File: src/design/ffca_pkg.sv
package ffca_pkg;

	localparam int IN_W     = 32;
	localparam int LIVE_W   = 6;
	localparam int PAD_W    = 16;
	localparam int ALOG_W   = 5;
	localparam int MSPLIT_W = 16;
	localparam int CFG_W    = 32;
	localparam int NEED_W   = 33;

	localparam logic [ALOG_W-1:0]   MAX_ALOG      = 5'd16;
	localparam logic [CFG_W-1:0]    POOL_SIZE_RST = 32'd1048576;
	localparam logic [MSPLIT_W-1:0] MIN_SPLIT_RST = 16'd64;

	typedef enum logic [1:0] {
		ST_OK       = 2'd0,
		ST_NOFIT    = 2'd1,
		ST_FULL     = 2'd2,
		ST_NOTFOUND = 2'd3
	} status_t;

	typedef enum logic {
		OP_ALLOC = 1'b0,
		OP_FREE  = 1'b1
	} op_t;

	typedef enum logic {
		REG_POOL_SIZE = 1'b0,
		REG_MIN_SPLIT = 1'b1
	} reg_idx_t;

	typedef enum logic [4:0] {
		CMD_NONE,
		CMD_LOAD,
		CMD_RD_IDX,
		CMD_RD_PTR,
		CMD_NEXT,
		CMD_A_EVAL,
		CMD_A_SPLIT,
		CMD_U_RD,
		CMD_U_WR,
		CMD_A_INS,
		CMD_A_TAKE,
		CMD_F_EVAL,
		CMD_F_FWD,
		CMD_F_BSET,
		CMD_F_BWD,
		CMD_F_WR,
		CMD_D_WR,
		CMD_F_END
	} cmd_op_t;

	typedef struct packed {
		cmd_op_t op;
		logic    fin;
		status_t code;
	} dp_cmd_t;

	typedef struct packed {
		logic idx_last;
		logic usable;
		logic split;
		logic full;
		logic match;
		logic ent_free;
		logic ptr_last;
		logic ptr_zero;
		logic lo_zero;
		logic ptr_above;
		logic ptr_in;
	} dp_sts_t;

endpackage

File: src/design/ffca_ram.sv
module ffca_ram #(
	parameter int WIDTH = 8,
	parameter int DEPTH = 32
) (
	input  logic                     clk,
	input  logic                     we,
	input  logic [$clog2(DEPTH)-1:0] waddr,
	input  logic [WIDTH-1:0]         wdata,
	input  logic [$clog2(DEPTH)-1:0] raddr,
	output logic [WIDTH-1:0]         rdata
);

	logic [WIDTH-1:0] mem [DEPTH];
	logic [WIDTH-1:0] rdata_q;

	always_ff @(posedge clk) begin
		if (we) begin
			mem[waddr] <= wdata;
		end
		rdata_q <= mem[raddr];
	end

	assign rdata = rdata_q;

endmodule

File: src/design/ffca_ctrl.sv
module ffca_ctrl import ffca_pkg::*; (
	input  logic    clk,
	input  logic    arst_n,
	input  logic    start,
	input  logic    op,
	input  dp_sts_t sts,
	output dp_cmd_t cmd,
	output logic    busy,
	output logic    done
);

	typedef enum logic [4:0] {
		S_IDLE,
		S_A_RD,
		S_A_EV,
		S_A_SPL,
		S_U_RD,
		S_U_WR,
		S_A_TAKE,
		S_F_RD,
		S_F_EV,
		S_F_FRD,
		S_F_FEV,
		S_F_BSET,
		S_F_BRD,
		S_F_BEV,
		S_F_WR,
		S_D_RD,
		S_D_WR
	} state_t;

	state_t state_q, state_d;
	logic   done_q;

	always_comb begin
		state_d  = state_q;
		cmd.op   = CMD_NONE;
		cmd.fin  = 1'b0;
		cmd.code = ST_OK;
		case (state_q)
			S_IDLE: begin
				if (start) begin
					cmd.op  = CMD_LOAD;
					state_d = (op == OP_FREE) ? S_F_RD : S_A_RD;
				end
			end
			// allocate: first-fit scan
			S_A_RD: begin
				cmd.op  = CMD_RD_IDX;
				state_d = S_A_EV;
			end
			S_A_EV: begin
				if (sts.usable) begin
					cmd.op  = CMD_A_EVAL;
					state_d = S_A_SPL;
				end else if (sts.idx_last) begin
					cmd.fin  = 1'b1;
					cmd.code = ST_NOFIT;
					state_d  = S_IDLE;
				end else begin
					cmd.op  = CMD_NEXT;
					state_d = S_A_RD;
				end
			end
			S_A_SPL: begin
				cmd.op = CMD_A_SPLIT;
				if (sts.split && sts.full) begin
					cmd.fin  = 1'b1;
					cmd.code = ST_FULL;
					state_d  = S_IDLE;
				end else if (sts.split) begin
					state_d = S_U_RD;
				end else begin
					state_d = S_A_TAKE;
				end
			end
			// open a hole after the taken entry
			S_U_RD: begin
				if (sts.ptr_above) begin
					cmd.op  = CMD_U_RD;
					state_d = S_U_WR;
				end else begin
					cmd.op  = CMD_A_INS;
					state_d = S_A_TAKE;
				end
			end
			S_U_WR: begin
				cmd.op  = CMD_U_WR;
				state_d = S_U_RD;
			end
			S_A_TAKE: begin
				cmd.op   = CMD_A_TAKE;
				cmd.fin  = 1'b1;
				cmd.code = ST_OK;
				state_d  = S_IDLE;
			end
			// free: look up the handle
			S_F_RD: begin
				cmd.op  = CMD_RD_IDX;
				state_d = S_F_EV;
			end
			S_F_EV: begin
				if (sts.match) begin
					cmd.op  = CMD_F_EVAL;
					state_d = sts.idx_last ? S_F_BSET : S_F_FRD;
				end else if (sts.idx_last) begin
					cmd.fin  = 1'b1;
					cmd.code = ST_NOTFOUND;
					state_d  = S_IDLE;
				end else begin
					cmd.op  = CMD_NEXT;
					state_d = S_F_RD;
				end
			end
			// absorb free neighbours after, then before
			S_F_FRD: begin
				cmd.op  = CMD_RD_PTR;
				state_d = S_F_FEV;
			end
			S_F_FEV: begin
				if (sts.ent_free) begin
					cmd.op  = CMD_F_FWD;
					state_d = sts.ptr_last ? S_F_BSET : S_F_FRD;
				end else begin
					state_d = S_F_BSET;
				end
			end
			S_F_BSET: begin
				if (sts.lo_zero) begin
					state_d = S_F_WR;
				end else begin
					cmd.op  = CMD_F_BSET;
					state_d = S_F_BRD;
				end
			end
			S_F_BRD: begin
				cmd.op  = CMD_RD_PTR;
				state_d = S_F_BEV;
			end
			S_F_BEV: begin
				if (sts.ent_free) begin
					cmd.op  = CMD_F_BWD;
					state_d = sts.ptr_zero ? S_F_WR : S_F_BRD;
				end else begin
					state_d = S_F_WR;
				end
			end
			S_F_WR: begin
				cmd.op  = CMD_F_WR;
				state_d = S_D_RD;
			end
			// close the gap left by merged entries
			S_D_RD: begin
				if (sts.ptr_in) begin
					cmd.op  = CMD_RD_PTR;
					state_d = S_D_WR;
				end else begin
					cmd.op   = CMD_F_END;
					cmd.fin  = 1'b1;
					cmd.code = ST_OK;
					state_d  = S_IDLE;
				end
			end
			S_D_WR: begin
				cmd.op  = CMD_D_WR;
				state_d = S_D_RD;
			end
			default: begin
				state_d = S_IDLE;
			end
		endcase
	end

	always_ff @(posedge clk or negedge arst_n) begin
		if (!arst_n) begin
			state_q <= S_IDLE;
			done_q  <= 1'b0;
		end else begin
			state_q <= state_d;
			done_q  <= cmd.fin;
		end
	end

	assign busy = (state_q != S_IDLE);
	assign done = done_q;

endmodule

File: src/design/ffca_dp.sv
module ffca_dp import ffca_pkg::*; #(
	parameter int MAX_CHUNKS  = 32,
	parameter int OFFSET_BITS = 32
) (
	input  logic              clk,
	input  logic              arst_n,
	input  dp_cmd_t           cmd,
	output dp_sts_t           sts,
	input  logic              op,
	input  logic [IN_W-1:0]   req_size,
	input  logic [ALOG_W-1:0] align_log2,
	input  logic [IN_W-1:0]   free_handle,
	input  logic              cfg_wen,
	input  logic              cfg_index,
	input  logic [CFG_W-1:0]  cfg_wdata,
	output status_t           res_status,
	output logic [IN_W-1:0]   res_handle,
	output logic [IN_W-1:0]   res_offset,
	output logic [IN_W-1:0]   res_size,
	output logic [LIVE_W-1:0] res_live
);

	localparam int IW = $clog2(MAX_CHUNKS);
	localparam int CW = $clog2(MAX_CHUNKS + 1);
	localparam int OB = OFFSET_BITS;
	localparam int CB = (OB > NEED_W) ? OB : NEED_W;
	localparam int WB = (OB > IN_W) ? OB : IN_W;
	localparam int EW = 1 + 2 * OB;

	typedef struct packed {
		logic          used;
		logic [OB-1:0] size;
		logic [OB-1:0] start;
	} entry_t;

	// configuration
	logic [CFG_W-1:0]    pool_q;
	logic [MSPLIT_W-1:0] mins_q;
	logic                pool_wr;

	// table and bookkeeping
	logic          fresh_q, rd0_q;
	logic [CW-1:0] count_q, count_d;
	logic [CW-1:0] idx_q, ptr_q, lo_q, hi_q, gap_q;

	// transaction operands and scan results
	op_t               op_q;
	logic [IN_W-1:0]   req_q, handle_q;
	logic [ALOG_W-1:0] alog_q;
	logic [OB-1:0]     cur_start_q, cur_size_q, left_q, sum_q;
	logic [NEED_W-1:0] need_q;
	logic [PAD_W-1:0]  pad_q;
	logic              split_q;

	// results
	status_t           res_status_q;
	logic [IN_W-1:0]   res_handle_q, res_offset_q, res_size_q;
	logic [LIVE_W-1:0] res_live_q;

	// ram
	logic          ram_we;
	logic [IW-1:0] ram_waddr, ram_raddr;
	logic [EW-1:0] ram_wdata, ram_rdata;

	// combinational
	entry_t            ent;
	logic [WB-1:0]     pool_ext;
	logic [PAD_W-1:0]  align_mask, pad_c;
	logic [NEED_W-1:0] need_c;
	logic [CB-1:0]     left_ext, ins_ext, need_ext, dsize_ext;
	logic [OB-1:0]     left_c, ins_start, take_size;
	logic              split_c;
	logic [CW-1:0]     idx_p1, ptr_p1, ptr_m1, del_addr;

	assign pool_wr  = cfg_wen && (cfg_index == REG_POOL_SIZE);
	assign pool_ext = WB'(pool_q);

	// entry 0 reads as the whole pool until it is first written
	always_comb begin
		ent = entry_t'(ram_rdata);
		if (fresh_q && rd0_q) begin
			ent.used  = 1'b0;
			ent.size  = pool_ext[OB-1:0];
			ent.start = '0;
		end
	end

	assign idx_p1   = idx_q + 1'b1;
	assign ptr_p1   = ptr_q + 1'b1;
	assign ptr_m1   = ptr_q - 1'b1;
	assign del_addr = ptr_q - gap_q;

	assign align_mask = ~({PAD_W{1'b1}} << alog_q);
	assign pad_c      = (PAD_W'(0) - ent.start[PAD_W-1:0]) & align_mask;
	assign need_c     = NEED_W'(req_q) + NEED_W'(pad_c);

	assign need_ext  = CB'(need_q);
	assign left_ext  = CB'(cur_size_q) - need_ext;
	assign left_c    = left_ext[OB-1:0];
	assign split_c   = left_c > OB'(mins_q);
	assign ins_ext   = CB'(cur_start_q) + need_ext;
	assign ins_start = ins_ext[OB-1:0];
	assign take_size = split_q ? need_ext[OB-1:0] : cur_size_q;
	assign dsize_ext = CB'(take_size) - CB'(pad_q);

	always_comb begin
		sts.idx_last  = idx_p1 >= count_q;
		sts.usable    = !ent.used && (CB'(ent.size) >= CB'(need_c));
		sts.split     = split_c;
		sts.full      = count_q == CW'(MAX_CHUNKS);
		sts.match     = WB'(ent.start) == WB'(handle_q);
		sts.ent_free  = !ent.used;
		sts.ptr_last  = ptr_p1 >= count_q;
		sts.ptr_zero  = ptr_q == '0;
		sts.lo_zero   = lo_q == '0;
		sts.ptr_above = ptr_q > idx_p1;
		sts.ptr_in    = ptr_q < count_q;
	end

	always_comb begin
		ram_raddr = '0;
		ram_we    = 1'b0;
		ram_waddr = '0;
		ram_wdata = ent;
		case (cmd.op)
			CMD_RD_IDX: ram_raddr = idx_q[IW-1:0];
			CMD_RD_PTR: ram_raddr = ptr_q[IW-1:0];
			CMD_U_RD:   ram_raddr = ptr_m1[IW-1:0];
			CMD_U_WR: begin
				ram_we    = 1'b1;
				ram_waddr = ptr_q[IW-1:0];
			end
			CMD_A_INS: begin
				ram_we    = 1'b1;
				ram_waddr = idx_p1[IW-1:0];
				ram_wdata = {1'b0, left_q, ins_start};
			end
			CMD_A_TAKE: begin
				ram_we    = 1'b1;
				ram_waddr = idx_q[IW-1:0];
				ram_wdata = {1'b1, take_size, cur_start_q};
			end
			CMD_F_WR: begin
				ram_we    = 1'b1;
				ram_waddr = lo_q[IW-1:0];
				ram_wdata = {1'b0, sum_q, cur_start_q};
			end
			CMD_D_WR: begin
				ram_we    = 1'b1;
				ram_waddr = del_addr[IW-1:0];
			end
			default: ram_we = 1'b0;
		endcase
	end

	ffca_ram #(
		.WIDTH (EW),
		.DEPTH (MAX_CHUNKS)
	) u_ram (
		.clk   (clk),
		.we    (ram_we),
		.waddr (ram_waddr),
		.wdata (ram_wdata),
		.raddr (ram_raddr),
		.rdata (ram_rdata)
	);

	always_comb begin
		count_d = count_q;
		if (cmd.op == CMD_A_TAKE && split_q) begin
			count_d = count_q + 1'b1;
		end else if (cmd.op == CMD_F_END) begin
			count_d = count_q - gap_q;
		end
	end

	always_ff @(posedge clk or negedge arst_n) begin
		if (!arst_n) begin
			pool_q  <= POOL_SIZE_RST;
			mins_q  <= MIN_SPLIT_RST;
			count_q <= CW'(1);
			fresh_q <= 1'b1;
			rd0_q   <= 1'b0;
		end else begin
			rd0_q <= (ram_raddr == '0);
			if (cfg_wen) begin
				case (cfg_index)
					REG_POOL_SIZE: pool_q <= cfg_wdata;
					REG_MIN_SPLIT: mins_q <= cfg_wdata[MSPLIT_W-1:0];
					default: ;
				endcase
			end
			if (pool_wr) begin
				count_q <= CW'(1);
				fresh_q <= 1'b1;
			end else begin
				count_q <= count_d;
				if (ram_we && ram_waddr == '0) begin
					fresh_q <= 1'b0;
				end
			end
		end
	end

	always_ff @(posedge clk) begin
		case (cmd.op)
			CMD_LOAD: begin
				op_q     <= op_t'(op);
				req_q    <= req_size;
				alog_q   <= (align_log2 > MAX_ALOG) ? MAX_ALOG : align_log2;
				handle_q <= free_handle;
				idx_q    <= '0;
			end
			CMD_NEXT: idx_q <= idx_p1;
			CMD_A_EVAL: begin
				cur_start_q <= ent.start;
				cur_size_q  <= ent.size;
				need_q      <= need_c;
				pad_q       <= pad_c;
			end
			CMD_A_SPLIT: begin
				left_q  <= left_c;
				split_q <= split_c;
				ptr_q   <= count_q;
			end
			CMD_U_WR: ptr_q <= ptr_m1;
			CMD_F_EVAL: begin
				cur_start_q <= ent.start;
				sum_q       <= ent.size;
				lo_q        <= idx_q;
				hi_q        <= idx_q;
				ptr_q       <= idx_p1;
			end
			CMD_F_FWD: begin
				sum_q <= sum_q + ent.size;
				hi_q  <= ptr_q;
				ptr_q <= ptr_p1;
			end
			CMD_F_BSET: ptr_q <= lo_q - 1'b1;
			CMD_F_BWD: begin
				sum_q       <= sum_q + ent.size;
				lo_q        <= ptr_q;
				cur_start_q <= ent.start;
				ptr_q       <= ptr_m1;
			end
			CMD_F_WR: begin
				ptr_q <= hi_q + 1'b1;
				gap_q <= hi_q - lo_q;
			end
			CMD_D_WR: ptr_q <= ptr_p1;
			default: ;
		endcase
	end

	// result capture on the last step of a transaction
	always_ff @(posedge clk) begin
		if (cmd.fin) begin
			res_status_q <= cmd.code;
			res_live_q   <= LIVE_W'(count_d);
			res_handle_q <= '0;
			res_offset_q <= '0;
			res_size_q   <= '0;
			if (cmd.code == ST_OK) begin
				if (op_q == OP_ALLOC) begin
					res_handle_q <= IN_W'(cur_start_q);
					res_offset_q <= IN_W'(WB'(cur_start_q) + WB'(pad_q));
					res_size_q   <= IN_W'(dsize_ext);
				end else begin
					res_handle_q <= handle_q;
				end
			end
		end
	end

	assign res_status = res_status_q;
	assign res_handle = res_handle_q;
	assign res_offset = res_offset_q;
	assign res_size   = res_size_q;
	assign res_live   = res_live_q;

endmodule

File: src/design/first_fit_chunk_allocator.sv
// allocate: scan entries first-fit, check the split, move entries up to open a hole, write back
// free: scan for the handle, absorb free neighbours after then before, write back, move entries down
// one transaction at a time, result strobe on done the cycle after the last step
// done is high for one cycle and cannot be stalled; busy is low again in that cycle
// reset: one free chunk of 1048576 bytes at offset 0, min_split 64, no clearing pass
module first_fit_chunk_allocator import ffca_pkg::*; #(
	parameter int MAX_CHUNKS  = 32,
	parameter int OFFSET_BITS = 32
) (
	input  logic              clk,
	input  logic              arst_n,
	input  logic              start,
	output logic              busy,
	input  logic              op,
	input  logic [IN_W-1:0]   req_size,
	input  logic [ALOG_W-1:0] align_log2,
	input  logic [IN_W-1:0]   free_handle,
	input  logic              cfg_wen,
	input  logic              cfg_index,
	input  logic [CFG_W-1:0]  cfg_wdata,
	output logic              done,
	output logic [1:0]        status,
	output logic [IN_W-1:0]   chunk_handle,
	output logic [IN_W-1:0]   data_offset,
	output logic [IN_W-1:0]   data_size,
	output logic [LIVE_W-1:0] live_chunks
);

	dp_cmd_t cmd;
	dp_sts_t sts;
	status_t res_status;

	ffca_ctrl u_ctrl (
		.clk    (clk),
		.arst_n (arst_n),
		.start  (start),
		.op     (op),
		.sts    (sts),
		.cmd    (cmd),
		.busy   (busy),
		.done   (done)
	);

	ffca_dp #(
		.MAX_CHUNKS  (MAX_CHUNKS),
		.OFFSET_BITS (OFFSET_BITS)
	) u_dp (
		.clk         (clk),
		.arst_n      (arst_n),
		.cmd         (cmd),
		.sts         (sts),
		.op          (op),
		.req_size    (req_size),
		.align_log2  (align_log2),
		.free_handle (free_handle),
		.cfg_wen     (cfg_wen),
		.cfg_index   (cfg_index),
		.cfg_wdata   (cfg_wdata),
		.res_status  (res_status),
		.res_handle  (chunk_handle),
		.res_offset  (data_offset),
		.res_size    (data_size),
		.res_live    (live_chunks)
	);

	assign status = res_status;

endmodule

File: config.mk
export PLATFORM = sky130hd
export DESIGN_NAME = first_fit_chunk_allocator
export DESIGN_NICKNAME = d
export VERILOG_FILES = /design/src/design/ffca_pkg.sv /design/src/design/ffca_ram.sv /design/src/design/ffca_ctrl.sv /design/src/design/ffca_dp.sv /design/src/design/first_fit_chunk_allocator.sv
export SDC_FILE = /design/constraint.sdc
export NUM_CORES = 2
export LEC_CHECK = 0
export BUFFER_PORTS_ARGS = -buffer_cell sky130_fd_sc_hd__buf_4
export CAP_MARGIN = 10
export CORE_ASPECT_RATIO = 1.25
export CORE_MARGIN = 1
export CORE_UTILIZATION = 47
export DETAILED_ROUTE_END_ITERATION = 10
export PLACE_DENSITY = 0.71
export SLEW_MARGIN = 10
export SYNTH_ARGS = -nofsm -noshare
export SYNTH_HDL_FRONTEND = slang
export SYNTH_HIERARCHICAL = 1
export SYNTH_SLANG_ARGS = --single-unit
File: constraint.sdc
create_clock -name clk -period 13.8 [get_ports clk]
set_clock_uncertainty 0.05 [all_clocks]
set_input_delay 2.76 -clock clk [delete_from_list [all_inputs] [get_ports clk]]
set_output_delay 2.76 -clock clk [all_outputs]
set_load 0.01 [all_outputs]
==> results.rst <==
.. list-table::
   :header-rows: 1

   * - Metric
     - Value
   * - Combinational cell fraction of total power
     - 0.457
   * - Largest voltage drop on the vdd net
     - 0.378 mV
   * - Count of endpoints failing setup in the final report
     - 0
   * - Area used by multi-input combinational logic
     - 32400 µm²
   * - Syn nets
     - 6490
   * - Number of primary I/O pins
     - 213
   * - Distinct cell type count of the synthesized netlist
     - 91
   * - Net load switching power
     - 13.6 mW
   * - Number of instances in the placed design
     - 9329
   * - Remaining number of nets flagged by the antenna check after routing
     - 0
   * - Register with the most flip-flops
     - u_dp/u_ram/mem
   * - Number of levels in the clock H-tree
     - 4
   * - Number of storage elements in the synthesis netlist
     - 2588
   * - Number of buffers inserted to repair setup after CTS
     - 0
   * - Net switching fraction of the power
     - 0.375
   * - Largest driver fanout on the critical path
     - 48
   * - Final design utilization
     - 0.536
   * - Routed wire length per instance
     - 31.8 µm
   * - Critical path type
     - reg2reg
   * - Detailed router's first-iteration violation count
     - 7359
   * - Proportion of power drawn by the clock network
     - 0.184
   * - Final Max Tran Viols
     - 0
   * - Cell area after synthesis
     - 110000 µm²
   * - Post-synthesis sequential area ratio
     - 0.695
   * - Clock buffers created by TritonCTS
     - 231
   * - CTS Buffer Depth
     - 4
   * - Internal power contribution
     - 22.7 mW
   * - Element type at the critical path end
     - flip-flop
   * - Result of the run
     - finished, final reports clean
   * - Proportion of netlist area held by the largest area contributor
     - 0.669
   * - PortBufs
     - 212
   * - Number of antenna violations at the first check in global routing
     - 14
   * - Worst slew margin
     - 0.167
   * - Most common library cells after synthesis
     - edfxtp_1, mux4_2, nor2_1
   * - Clock transition at the registers of the reported paths
     - 0.07 ns
   * - Core box area
     - 233000 µm²
   * - Max-cap violations
     - 0
   * - Die outline area
     - 237000 µm²
   * - Pwr per Cell Area
     - 291 nW/µm²
   * - Instance area after placement
     - 117000 µm²
   * - Share of the clock period used by the worst path after layout
     - 0.851
   * - Synth area leaders
     - edfxtp_1, mux4_2, ha_1
   * - Pleak
     - 41.3 nW
   * - Post_cts resized
     - 0
   * - Hold Vio Cnt, Final
     - 0
   * - Total power
     - 36.4 mW
   * - Setup crit start kind
     - flip-flop
   * - Number of global-route vias before repair
     - 60539
   * - Post-route DRC
     - 0
   * - Via-to-Cell Ratio
     - 6.31
   * - Post-layout min period
     - 11.74 ns
   * - Arrival time reported for the critical path endpoint
     - 12.24 ns
   * - Vertical extent of the die
     - 544 µm
   * - Total gr overflow
     - 0
   * - First-pass GRT wire length
     - 439 mm
   * - Post-synthesis area per instance
     - 18.0 µm²
   * - Die Span X
     - 436 µm
   * - Critical path data required time
     - 14.30 ns
   * - Clock latency reported for the late side of the worst-skew pair
     - 0.90 ns
   * - Total detailed-routing wirelength
     - 311 mm
   * - Fmax achieved
     - 85.2 MHz
   * - # hold bufs at CTS
     - 0
   * - Mapped Cells
     - 6136
   * - Maximum number of pins on one net before global-route repair
     - 120
   * - Synthesis warning total
     - 6
   * - Worst-margin pin slew
     - 1.25 ns
   * - Starting Density
     - 0.474
   * - Setup repair after global routing missed its margin
     - no
   * - Prevailing post-synth register cell
     - edfxtp_1
   * - Proportion of synthesized flip-flops having asynchronous set or reset
     - 0.0240
   * - Vias after detailed routing
     - 61564
   * - Finished layout cell area
     - 125000 µm²
   * - Clock root cell
     - clkbuf_16
   * - Core Rows
     - 198
   * - GRT Overall Usage
     - 0.258
   * - CTS Sinks
     - 2588
   * - HP Class
     - reg2reg
   * - Setup Total Neg Slack
     - 0 ns
   * - Routability cong.
     - 0.966
   * - TritonCTS clock tree
     - yes
   * - Max stage delay cell, worst path
     - nor2_4
   * - Storage element area
     - 76800 µm²
   * - Post-layout net count
     - 6818
   * - Flip-flop count of the largest register, all copies and words added
     - 2080
   * - Dpl ws
     - 2.24 ns
   * - Most common cell in the netlist
     - edfxtp_1
   * - First-pass DRT Iterations
     - 8
   * - Layout-stage area growth over the synthesis result
     - 13.2%
   * - Most Frequent Cell on Critical Path
     - buf_4
   * - CP peak stage delay
     - 1.16 ns
   * - Post-layout instance count excluding filler cells
     - 9760
   * - Smallest hold slack
     - 0.446 ns
   * - Final critical-path setup slack
     - 2.06 ns
   * - Filler Cells Inserted
     - 17809
   * - Post-synth EDFFs
     - 2461
   * - Share of layout cells above drive strength 1
     - 0.246
   * - Fraction of power consumed by sequential logic
     - 0.359
   * - Cell taking the most area after synthesis
     - edfxtp_1
   * - Total half-perimeter wirelength after legalization and detailed placement
     - 186 mm
-- power groups by stage --
stage                     registers, mW  logic (mW)  clock network [mW]
final                              13.1        16.6                6.71
after floorplan                    12.9        11.2                   0
after CTS                          13.0        16.5                6.78
after detailed placement           13.2        16.4                   0
after global placement             13.2        16.2                   0
after global routing               13.1        17.7                7.03
-- critical path, delay by kind of cell, from the launching register on --
family | cells | cell delay [ns]
flip-flops | 1 | 0.56
buffers and inverters | 5 | 1.38
XOR/XNOR | 2 | 0.29
multiplexers | 1 | 0.10
AND/OR/NAND/NOR | 20 | 6.05
AO/OA/AOI/OAI | 13 | 2.31
adder cells (fa/ha/maj) | 2 | 0.50
-- layer usage --
metal  track usage  share of wire
met1         0.343           0.37
met2         0.432           0.49
met3        0.0342          0.093
met4         0.106          0.045
met5             0              0
-- final timing paths --
| path | startpoint | end | slack [ns] | depth (start not counted) |
|---|---|---|---|---|
| min in group asynchronous | arst_n | u_dp/pool_ext[29] | 2.02 | 1 |
| worst max register to register | u_dp/fresh_q | u_dp/u_ram/mem[1][1] | 2.06 | 43 |
| worst min register to register | u_dp/fresh_q | u_dp/fresh_q | 0.45 | 2 |
| worst max-delay path | u_dp/fresh_q | u_dp/u_ram/mem[1][1] | 2.06 | 43 |
| worst min-delay path | u_dp/fresh_q | u_dp/fresh_q | 0.45 | 2 |
| max in group asynchronous | arst_n | u_dp/count_q[2] | 10.96 | 1 |
-- logic make-up after synthesis --
| group | synth area share |
|---|---|
| flops | 0.695 |
| buf+inv | 0.0173 |
| compound gates | 0.0482 |
| fa+ha+maj | 0.0286 |
| simple gates | 0.0398 |
| mux | 0.152 |
| xor+xnor | 0.0193 |
-- final cells by class --
class | count | area share
flip-flops and latches | 2588 | 0.614
multi-input cells | 3087 | 0.259
clock buffers | 302 | 0.0512
well taps | 3100 | 0.0310
repair buffers | 369 | 0.0270
clock inverters | 121 | 0.0118
inverters | 187 | 0.00563
diodes | 6 | 0.000120
-- placed cells by master, fill, tap and decap left out, drive strengths merged, types with 20 or more instances in the layout --
cell | Yosys | final
a211oi | 25 | 25
a21o | 77 | 77
a21oi | 199 | 199
a221oi | 21 | 21
a22oi | 31 | 31
a31oi | 22 | 22
and2 | 33 | 33
and3 | 29 | 29
buf | 117 | 369
bufinv | 0 | 31
clkbuf | 157 | 302
clkinv | 0 | 74
dfrtp | 58 | 58
dfxtp | 65 | 65
edfxtp | 2461 | 2461
ha | 238 | 238
inv | 187 | 190
mux2 | 163 | 163
mux2i | 114 | 114
mux4 | 611 | 611
nand2 | 192 | 192
nand2b | 45 | 45
nand3 | 77 | 77
nand4 | 32 | 32
nor2 | 295 | 295
nor2b | 48 | 48
nor3 | 50 | 50
o211ai | 41 | 41
o21a | 22 | 22
o21ai | 182 | 182
o21bai | 20 | 20
or3 | 24 | 24
xnor2 | 146 | 146
xor2 | 96 | 96
(Power assumes the default switching activity.)
